File: src/sv/vtr_pkg.sv
package vtr_pkg;

    // Default geometry and parser depth
    localparam int DEF_SCREEN_COLUMNS = 80;
    localparam int DEF_SCREEN_ROWS    = 25;
    localparam int DEF_PARAM_SLOTS    = 8;

    // Payload widths of the channels
    localparam int FUNC_W  = 1;
    localparam int BYTE_W  = 8;
    localparam int ADDR_W  = 11;
    localparam int CELL_W  = 16;
    localparam int COL_OUT_W = 7;
    localparam int ROW_OUT_W = 5;
    localparam int ATTR_W  = 8;
    localparam int PARAM_W = 16;

    // Item functions
    localparam logic FUNC_FEED = 1'b0;
    localparam logic FUNC_READ = 1'b1;

    // Character codes
    localparam logic [7:0] CH_BS     = 8'h08;
    localparam logic [7:0] CH_LF     = 8'h0A;
    localparam logic [7:0] CH_CR     = 8'h0D;
    localparam logic [7:0] CH_ESC    = 8'h1B;
    localparam logic [7:0] CH_SPACE  = 8'h20;
    localparam logic [7:0] CH_ZERO   = 8'h30;
    localparam logic [7:0] CH_NINE   = 8'h39;
    localparam logic [7:0] CH_SEMI   = 8'h3B;
    localparam logic [7:0] CH_QMARK  = 8'h3F;
    localparam logic [7:0] CH_LBRACK = 8'h5B;
    localparam logic [7:0] FINAL_LO  = 8'h40;
    localparam logic [7:0] FINAL_HI  = 8'h7E;
    localparam logic [7:0] FIN_ED    = 8'h4A;  // J
    localparam logic [7:0] FIN_CUP   = 8'h48;  // H
    localparam logic [7:0] FIN_RESET = 8'h6C;  // l
    localparam logic [7:0] FIN_SET   = 8'h68;  // h
    localparam logic [7:0] FIN_SGR   = 8'h6D;  // m

    // Parameter values with a meaning
    localparam logic [15:0] ED_ALL        = 16'd2;
    localparam logic [15:0] SGR_UNDERLINE = 16'd4;
    localparam logic [15:0] SGR_REVERSE   = 16'd7;
    localparam logic [15:0] PRIV_CURSOR   = 16'd25;
    localparam logic [15:0] PARAM_MAX     = 16'hFFFF;

    localparam logic [7:0] ATTR_REVERSE   = 8'h80;
    localparam logic [7:0] ATTR_UNDERLINE = 8'h20;

    localparam logic [7:0]  GLYPH_OFFSET_RESET = 8'd100;
    localparam logic [15:0] BLANK_RESET = {8'h00, CH_SPACE} + {8'h00, GLYPH_OFFSET_RESET};

    // Memory work that a byte asks of the cell store
    typedef struct packed {
        logic       write;
        logic       clear;
        logic       scroll;
        logic [7:0] glyph_byte;
    } vtr_cmd_t;

    // Attribute before and after the step, and cursor visibility after it
    typedef struct packed {
        logic [7:0] cur_attribute;
        logic [7:0] next_attribute;
        logic       next_hidden;
    } vtr_status_t;

endpackage

File: src/sv/vtr_parser.sv
module vtr_parser #(
    parameter int SCREEN_COLUMNS = vtr_pkg::DEF_SCREEN_COLUMNS,
    parameter int SCREEN_ROWS    = vtr_pkg::DEF_SCREEN_ROWS,
    parameter int PARAM_SLOTS    = vtr_pkg::DEF_PARAM_SLOTS,
    localparam int COL_W  = $clog2(SCREEN_COLUMNS),
    localparam int ROW_W  = $clog2(SCREEN_ROWS)
) (
    input  logic                 clk,
    input  logic                 rst_n,
    input  logic                 feed,
    input  logic [7:0]           data_byte,
    output vtr_pkg::vtr_cmd_t    cmd,
    output vtr_pkg::vtr_status_t status,
    output logic [COL_W-1:0]     cur_col,
    output logic [ROW_W-1:0]     cur_row,
    output logic [COL_W-1:0]     next_col,
    output logic [ROW_W-1:0]     next_row
);
    import vtr_pkg::*;

    localparam int SLOT_W = $clog2(PARAM_SLOTS);

    localparam logic [1:0] MODE_NORMAL = 2'd0;
    localparam logic [1:0] MODE_ESC    = 2'd1;
    localparam logic [1:0] MODE_CSI    = 2'd2;

    logic [1:0]        mode_reg, mode_next;
    logic              private_reg, private_next;
    logic              any_param_reg, any_param_next;
    logic [SLOT_W-1:0] slot_reg, slot_next;
    logic [15:0]       param_reg [PARAM_SLOTS];
    logic [15:0]       param_next [PARAM_SLOTS];
    logic [COL_W-1:0]  col_reg, col_next;
    logic [ROW_W-1:0]  row_reg, row_next;
    logic [7:0]        attr_reg, attr_next;
    logic              hidden_reg, hidden_next;

    logic [19:0]       acc;
    logic [15:0]       dec_row, dec_col;
    logic [7:0]        sgr;
    logic [SLOT_W-1:0] semi_slot;

    always_comb
    begin
        mode_next      = mode_reg;
        private_next   = private_reg;
        any_param_next = any_param_reg;
        slot_next      = slot_reg;
        param_next     = param_reg;
        col_next       = col_reg;
        row_next       = row_reg;
        attr_next      = attr_reg;
        hidden_next    = hidden_reg;
        cmd            = '0;
        cmd.glyph_byte = data_byte;

        acc = {4'h0, param_reg[slot_reg]} * 20'd10 + 20'(4'(data_byte - CH_ZERO));
        dec_row = param_reg[0] - 16'd1;
        dec_col = param_reg[1] - 16'd1;
        semi_slot = (slot_reg < SLOT_W'(PARAM_SLOTS - 1)) ? slot_reg + SLOT_W'(1) : slot_reg;
        sgr = '0;
        for (int i = 0; i < PARAM_SLOTS; i++)
        begin
            if (SLOT_W'(i) <= slot_reg)
            begin
                if (param_reg[i] == SGR_REVERSE)
                    sgr = sgr | ATTR_REVERSE;
                if (param_reg[i] == SGR_UNDERLINE)
                    sgr = sgr | ATTR_UNDERLINE;
            end
        end

        if (feed)
        begin
            case (mode_reg)
                MODE_NORMAL:
                begin
                    if (data_byte == CH_ESC)
                        mode_next = MODE_ESC;
                    else if (data_byte == CH_CR)
                        col_next = '0;
                    else if (data_byte == CH_LF)
                    begin
                        if (row_reg < ROW_W'(SCREEN_ROWS - 1))
                            row_next = row_reg + ROW_W'(1);
                        else
                            cmd.scroll = 1'b1;
                    end
                    else if (data_byte == CH_BS)
                    begin
                        if (col_reg != '0)
                            col_next = col_reg - COL_W'(1);
                    end
                    else if (data_byte >= CH_SPACE)
                    begin
                        cmd.write = 1'b1;
                        if (col_reg < COL_W'(SCREEN_COLUMNS - 1))
                            col_next = col_reg + COL_W'(1);
                    end
                end
                MODE_ESC:
                begin
                    if (data_byte == CH_LBRACK)
                    begin
                        mode_next      = MODE_CSI;
                        private_next   = 1'b0;
                        any_param_next = 1'b0;
                        slot_next      = '0;
                        for (int i = 0; i < PARAM_SLOTS; i++)
                            param_next[i] = '0;
                    end
                    else
                        mode_next = MODE_NORMAL;
                end
                MODE_CSI:
                begin
                    if (data_byte inside {[FINAL_LO:FINAL_HI]})
                    begin
                        mode_next = MODE_NORMAL;
                        case (data_byte)
                            FIN_ED:
                            begin
                                if (param_reg[0] == ED_ALL)
                                begin
                                    cmd.clear = 1'b1;
                                    col_next  = '0;
                                    row_next  = '0;
                                end
                            end
                            FIN_CUP:
                            begin
                                if (!any_param_reg || (slot_reg == '0 && param_reg[0] == '0))
                                begin
                                    col_next = '0;
                                    row_next = '0;
                                end
                                else
                                begin
                                    if (param_reg[0] == '0)
                                        row_next = '0;
                                    else if (param_reg[0] > 16'(SCREEN_ROWS))
                                        row_next = ROW_W'(SCREEN_ROWS - 1);
                                    else
                                        row_next = dec_row[ROW_W-1:0];
                                    if (param_reg[1] == '0)
                                        col_next = '0;
                                    else if (param_reg[1] > 16'(SCREEN_COLUMNS))
                                        col_next = COL_W'(SCREEN_COLUMNS - 1);
                                    else
                                        col_next = dec_col[COL_W-1:0];
                                end
                            end
                            FIN_RESET:
                            begin
                                if (private_reg && param_reg[0] == PRIV_CURSOR)
                                    hidden_next = 1'b1;
                            end
                            FIN_SET:
                            begin
                                if (private_reg && param_reg[0] == PRIV_CURSOR)
                                    hidden_next = 1'b0;
                            end
                            FIN_SGR:
                                attr_next = sgr;
                            default:
                                ;
                        endcase
                    end
                    else if (data_byte inside {[CH_ZERO:CH_NINE]})
                    begin
                        param_next[slot_reg] = (acc > 20'(PARAM_MAX)) ? PARAM_MAX : acc[15:0];
                        any_param_next = 1'b1;
                    end
                    else if (data_byte == CH_SEMI)
                    begin
                        slot_next = semi_slot;
                        param_next[semi_slot] = '0;
                        any_param_next = 1'b1;
                    end
                    else if (data_byte == CH_QMARK)
                        private_next = 1'b1;
                end
                default:
                    mode_next = MODE_NORMAL;
            endcase
        end
    end

    always_ff @(posedge clk or negedge rst_n)
    begin
        if (!rst_n)
        begin
            mode_reg      <= MODE_NORMAL;
            private_reg   <= 1'b0;
            any_param_reg <= 1'b0;
            slot_reg      <= '0;
            for (int i = 0; i < PARAM_SLOTS; i++)
                param_reg[i] <= '0;
            col_reg       <= '0;
            row_reg       <= '0;
            attr_reg      <= '0;
            hidden_reg    <= 1'b0;
        end
        else
        begin
            mode_reg      <= mode_next;
            private_reg   <= private_next;
            any_param_reg <= any_param_next;
            slot_reg      <= slot_next;
            param_reg     <= param_next;
            col_reg       <= col_next;
            row_reg       <= row_next;
            attr_reg      <= attr_next;
            hidden_reg    <= hidden_next;
        end
    end

    assign cur_col  = col_reg;
    assign cur_row  = row_reg;
    assign next_col = col_next;
    assign next_row = row_next;
    assign status.cur_attribute  = attr_reg;
    assign status.next_attribute = attr_next;
    assign status.next_hidden    = hidden_next;

endmodule

File: config.mk
export PLATFORM = sky130hd
export DESIGN_NAME = vtr_parser
export DESIGN_NICKNAME = d
export VERILOG_FILES = /design/src/sv/vtr_pkg.sv /design/src/sv/vtr_parser.sv
export SDC_FILE = /design/constraint.sdc
export NUM_CORES = 1
export LEC_CHECK = 0
export BUFFER_PORTS_ARGS = -buffer_cell sky130_fd_sc_hd__buf_4
export CAP_MARGIN = 25
export CORE_UTILIZATION = 50
export DETAILED_ROUTE_END_ITERATION = 10
export GPL_ROUTABILITY_DRIVEN = 0
export GPL_TIMING_DRIVEN = 0
export PLACE_DENSITY = 0.71
export SYNTH_ARGS = -nofsm -noshare
export SYNTH_HDL_FRONTEND = slang
export SYNTH_SLANG_ARGS = --single-unit
File: constraint.sdc
create_clock -name clk -period 11 [get_ports clk]
set_clock_uncertainty 0.05 [all_clocks]
set_input_delay 1.65 -clock clk [delete_from_list [all_inputs] [get_ports clk]]
set_output_delay 1.65 -clock clk [all_outputs]
set_load 0.05 [all_outputs]
==> flow_metrics.tcl <==
set metrics [dict create \
    finalNetCount 1147 \
    synth.avg_cell_area_um2 10.1 \
    detailedRoute.firstPassIterationCount 6 \
    yosysUniqueCellTypes 78 \
    synth_simple_gate_area_frac 0.181 \
    cap_viol_max_count 0 \
    post_drt_via_cell_ratio 7.03 \
    finalHoldViolCount 0 \
    postSynth.asyncResetShare 1.00 \
    post_route_setup_tns_ns 0 \
    dpl.hpwl_um 24400 \
    postcts_resize_cnt 0 \
    synth-compound-area-share 0.259 \
    run_status "finished, final reports clean" \
    report.final.slew_viol_count 0 \
    cts_inserted_buffers 17 \
    vias 9616 \
    drive_above_1_share 0.152 \
    clock_sinks 156 \
    syn_area_mm2 0.0101 \
    number_of_synthesized_flops_with_an_enable_pin 0 \
    final.hold.worst_slack_ns 0.456 \
    ys.flop_type "sky130_fd_sc_hd__dfrtp_1" \
    critPathMaxStageDelay_ns 0.76 \
    placed_standard_cell_area_mm2 0.0110 \
    synth_nets 1063 \
    largest_family_of_logic_cells_by_synthesized_area "compound AO/OA/AOI/OAI gates" \
    largest_reg_flops 128 \
    worst_slew_pin_slew_ns 1.00 \
    ff2ff_setup_slack_ns 3.78 \
    final_design_area_no_fill_mm2 0.0116 \
    cellPowerDensity_mw_per_mm2 121 \
    clock_path_buffers 2 \
    clock_insertion_delay_worst_skew_ns 0.44 \
    power.ir.vdd_worst_v 0.000102 \
    fin_total_pwr_mw 1.40 \
    starting_density 0.515 \
    ctsHoldBuffers 0 \
    worst_setup_path_class "flop to flop" \
    rows 51 \
    routedWlPerCell_um 24.1 \
    wire_length_of_the_first_global_routing_pass_um 51600 \
    vert_die_dim_um 144 \
    setup_viol 0 \
    critPathLaunchType "flop" \
    grt_setup_unrepaired "false" \
    synth-warning-count 0 \
    inserted_diodes 0 \
    nFillCells 1704 \
    slew_headroom 0.328 \
    path_clk_slew_ns 0.07 \
    cp-end-kind "flop" \
    yosys.area_share.adder 0.0596 \
    initial_antenna_violation_count 0 \
    power.leakage_nw 5.15 \
    postSynthRegisterBits 156 \
    cts-htree-levels 4 \
    design.core.area_mm2 0.0197 \
    max_freq_ghz 0.139 \
    initial_detailed_routing_violation_count 1210 \
    cts_tree "built" \
    min_period_ns 7.22 \
    netlist_instances 1005 \
    finalCritPeriodShare 0.656 \
    routed_wl_um 33000 \
    route.detailed.drc 0 \
    critPathMostFrequentCell "sky130_fd_sc_hd__clkbuf_1" \
    grt_remaining_overflow 0 \
    grt_max_degree 87 \
    critical_path.cell_chain "clkbuf_1 -> buf_1 -> clkbuf_1 -> clkbuf_1 -> o221ai_1 -> ha_1 -> ha_1 -> fa_1 -> a21o_1 -> a221oi_2 -> xnor2_1 -> nand4_1 -> nor3_4 -> nor4b_4 -> buf_8 -> nor3_4 -> buf_6 -> a221o_1" \
    final_util 0.589 \
    top_level_ports 63 \
    muxShareOfSynthArea 0.0428 \
    post_synth_xor_area_fraction 0.0296 \
    largest_fanout_on_the_critical_path 10 \
    synthToLayoutAreaGrowth_pct 14.5 \
    drtAntennaViolNets 0 \
    vias_in_the_first_global_route 8984 \
    post_cts.repair.setup_buffers 0 \
    grtUsageTotal 0.330 \
    worstHoldPathType "flop to flop" \
    arrival_ns 7.49 \
    clock_tree.root_cell "sky130_fd_sc_hd__clkbuf_16" \
    synth_seq_area_share 0.386 \
    cp_slowest_cell "sky130_fd_sc_hd__buf_1" \
    die-width_um 144 \
    area_of_the_die_mm2 0.0208 \
    cp.required_ns 11.27 \
    port_buffers 62 \
]
## per-stage QoR
| step | worst slack, ns | std cells |
|---|---|---|
| after floorplan | 5.05 | 1005 |
| after global routing | 3.55 | 1367 |
| after CTS | 4.04 | 1367 |
| after global placement | 3.70 | 1332 |
| final | 3.78 | 1367 |
| after detailed placement | 4.11 | 1335 |
## routing by layer
metal	wire [µm]	up-vias	global-route usage
li1	-	4167	-
met1	13400	4697	0.432
met2	14600	610	0.505
met3	2880	142	0.0632
met4	2050	0	0.204
met5	0	-	0
## worst max-delay path, delay by kind of cell (launching register included)
family	cells	cell delay, ns
flip-flops	1	0.43
buffers and inverters	6	2.69
AO/OA/AOI/OAI	4	1.45
XOR/XNOR	1	0.23
AND/OR/NAND/NOR	4	1.16
adder cells (fa/ha/maj)	3	1.06
## power breakdown
part | switching, mW | internal (mW) | total, mW
clock | 0.268 | 0.346 | 0.614
combinational | 0.134 | 0.0571 | 0.191
sequential | 0.0109 | 0.581 | 0.592
## final timing paths
kind,start,to,depth (start not counted)
worst max-delay path,slot_reg[0]$_DFFE_PN0P_,param_reg[26]$_DFFE_PN0P_,18
min in group asynchronous,rst_n,cur_row[0]$_DFF_PN0_,1
worst max register to register,slot_reg[0]$_DFFE_PN0P_,param_reg[26]$_DFFE_PN0P_,18
worst min-delay path,hidden_reg$_DFF_PN0_,hidden_reg$_DFF_PN0_,1
max in group asynchronous,rst_n,param_reg[89]$_DFFE_PN0P_,2
worst min register to register,hidden_reg$_DFF_PN0_,hidden_reg$_DFF_PN0_,1
## layout by cell type, fill, tap and decap left out, types with 6 or more instances in the layout
master,synthesis,final
sky130_fd_sc_hd__nor3_4,7,7
sky130_fd_sc_hd__o221ai_1,7,7
sky130_fd_sc_hd__nor3b_1,6,6
sky130_fd_sc_hd__clkbuf_1,47,48
sky130_fd_sc_hd__nor4_1,22,22
sky130_fd_sc_hd__o21ai_1,7,7
sky130_fd_sc_hd__a21o_1,13,13
sky130_fd_sc_hd__o22ai_1,12,12
sky130_fd_sc_hd__nand2b_1,8,8
sky130_fd_sc_hd__o21ai_0,41,41
sky130_fd_sc_hd__a221oi_1,22,22
sky130_fd_sc_hd__nor3_1,26,26
sky130_fd_sc_hd__a221o_1,123,123
sky130_fd_sc_hd__nor2_1,72,72
sky130_fd_sc_hd__clkbuf_16,0,17
sky130_fd_sc_hd__a22oi_1,15,15
sky130_fd_sc_hd__nand3_1,30,30
sky130_fd_sc_hd__mux2_2,17,17
sky130_fd_sc_hd__buf_4,9,70
sky130_fd_sc_hd__nand4_1,16,16
sky130_fd_sc_hd__nor4b_1,7,7
sky130_fd_sc_hd__nor2b_1,7,7
sky130_fd_sc_hd__buf_1,6,6
sky130_fd_sc_hd__mux4_2,8,8
sky130_fd_sc_hd__nand2_1,88,88
sky130_fd_sc_hd__xor2_1,10,10
sky130_fd_sc_hd__dfrtp_1,156,156
sky130_fd_sc_hd__buf_6,8,8
sky130_fd_sc_hd__xnor2_1,21,21
sky130_fd_sc_hd__ha_1,45,45
sky130_fd_sc_hd__inv_1,14,14
sky130_fd_sc_hd__and2_1,9,9
sky130_fd_sc_hd__and3_1,10,10
sky130_fd_sc_hd__a21oi_1,30,30
## final cells by class
type	count	area, µm²	area share
buffer	72	367	0.0317
clock buffer	19	443	0.0383
clock inverter	13	158	0.0136
inverter	15	56.3	0.00486
multi-input combinational	762	5790	0.500
sequential	156	3900	0.337
tap	265	332	0.0286
timing repair buffer	65	531	0.0458
## logic make-up (layout without fill, tap and decap cells)
group           after synthesis  after routing
simple gates                335            335
compound gates              317            317
flops                       156            156
buf+inv                      87            184
fa+ha+maj                    47             47
xor+xnor                     32             32
mux                          31             31
## synth_stat cells (4+ instances only)
| cell type | n | area share |
|---|---|---|
| sky130_fd_sc_hd__nand2_1 | 88 | 0.033 |
| sky130_fd_sc_hd__nor4b_1 | 7 | 0.0061 |
| sky130_fd_sc_hd__buf_1 | 6 | 0.0022 |
| sky130_fd_sc_hd__buf_6 | 8 | 0.0089 |
| sky130_fd_sc_hd__a221oi_1 | 22 | 0.019 |
| sky130_fd_sc_hd__dfrtp_1 | 156 | 0.39 |
| sky130_fd_sc_hd__nor4_1 | 22 | 0.014 |
| sky130_fd_sc_hd__mux2i_1 | 5 | 0.0049 |
| sky130_fd_sc_hd__mux2_2 | 17 | 0.019 |
| sky130_fd_sc_hd__o21ai_0 | 41 | 0.020 |
| sky130_fd_sc_hd__ha_1 | 45 | 0.056 |
| sky130_fd_sc_hd__nor3_4 | 7 | 0.011 |
| sky130_fd_sc_hd__a21o_1 | 13 | 0.0097 |
| sky130_fd_sc_hd__nor2b_1 | 7 | 0.0043 |
| sky130_fd_sc_hd__xor2_1 | 10 | 0.0087 |
| sky130_fd_sc_hd__xnor2_1 | 21 | 0.018 |
| sky130_fd_sc_hd__o21ai_1 | 7 | 0.0035 |
| sky130_fd_sc_hd__nand4_1 | 16 | 0.0099 |
| sky130_fd_sc_hd__nand3_1 | 30 | 0.015 |
| sky130_fd_sc_hd__and2_1 | 9 | 0.0056 |
| sky130_fd_sc_hd__or4_1 | 4 | 0.0030 |
| sky130_fd_sc_hd__inv_1 | 14 | 0.0052 |
| sky130_fd_sc_hd__o221ai_1 | 7 | 0.0061 |
| sky130_fd_sc_hd__clkbuf_1 | 47 | 0.017 |
| sky130_fd_sc_hd__nor3b_1 | 6 | 0.0045 |
| sky130_fd_sc_hd__a22oi_1 | 15 | 0.011 |
| sky130_fd_sc_hd__nand2b_1 | 8 | 0.0049 |
| sky130_fd_sc_hd__mux4_2 | 8 | 0.018 |
| sky130_fd_sc_hd__or2_2 | 4 | 0.0025 |
| sky130_fd_sc_hd__nor3_1 | 26 | 0.013 |
| sky130_fd_sc_hd__o31ai_1 | 5 | 0.0037 |
| sky130_fd_sc_hd__buf_4 | 9 | 0.0067 |
| sky130_fd_sc_hd__nor2_1 | 72 | 0.027 |
| sky130_fd_sc_hd__a221o_1 | 123 | 0.12 |
| sky130_fd_sc_hd__a22o_1 | 5 | 0.0043 |
| sky130_fd_sc_hd__o22ai_1 | 12 | 0.0074 |
| sky130_fd_sc_hd__a21oi_1 | 30 | 0.015 |
| sky130_fd_sc_hd__and3_1 | 10 | 0.0062 |
Power figures use the tool's default switching activity.
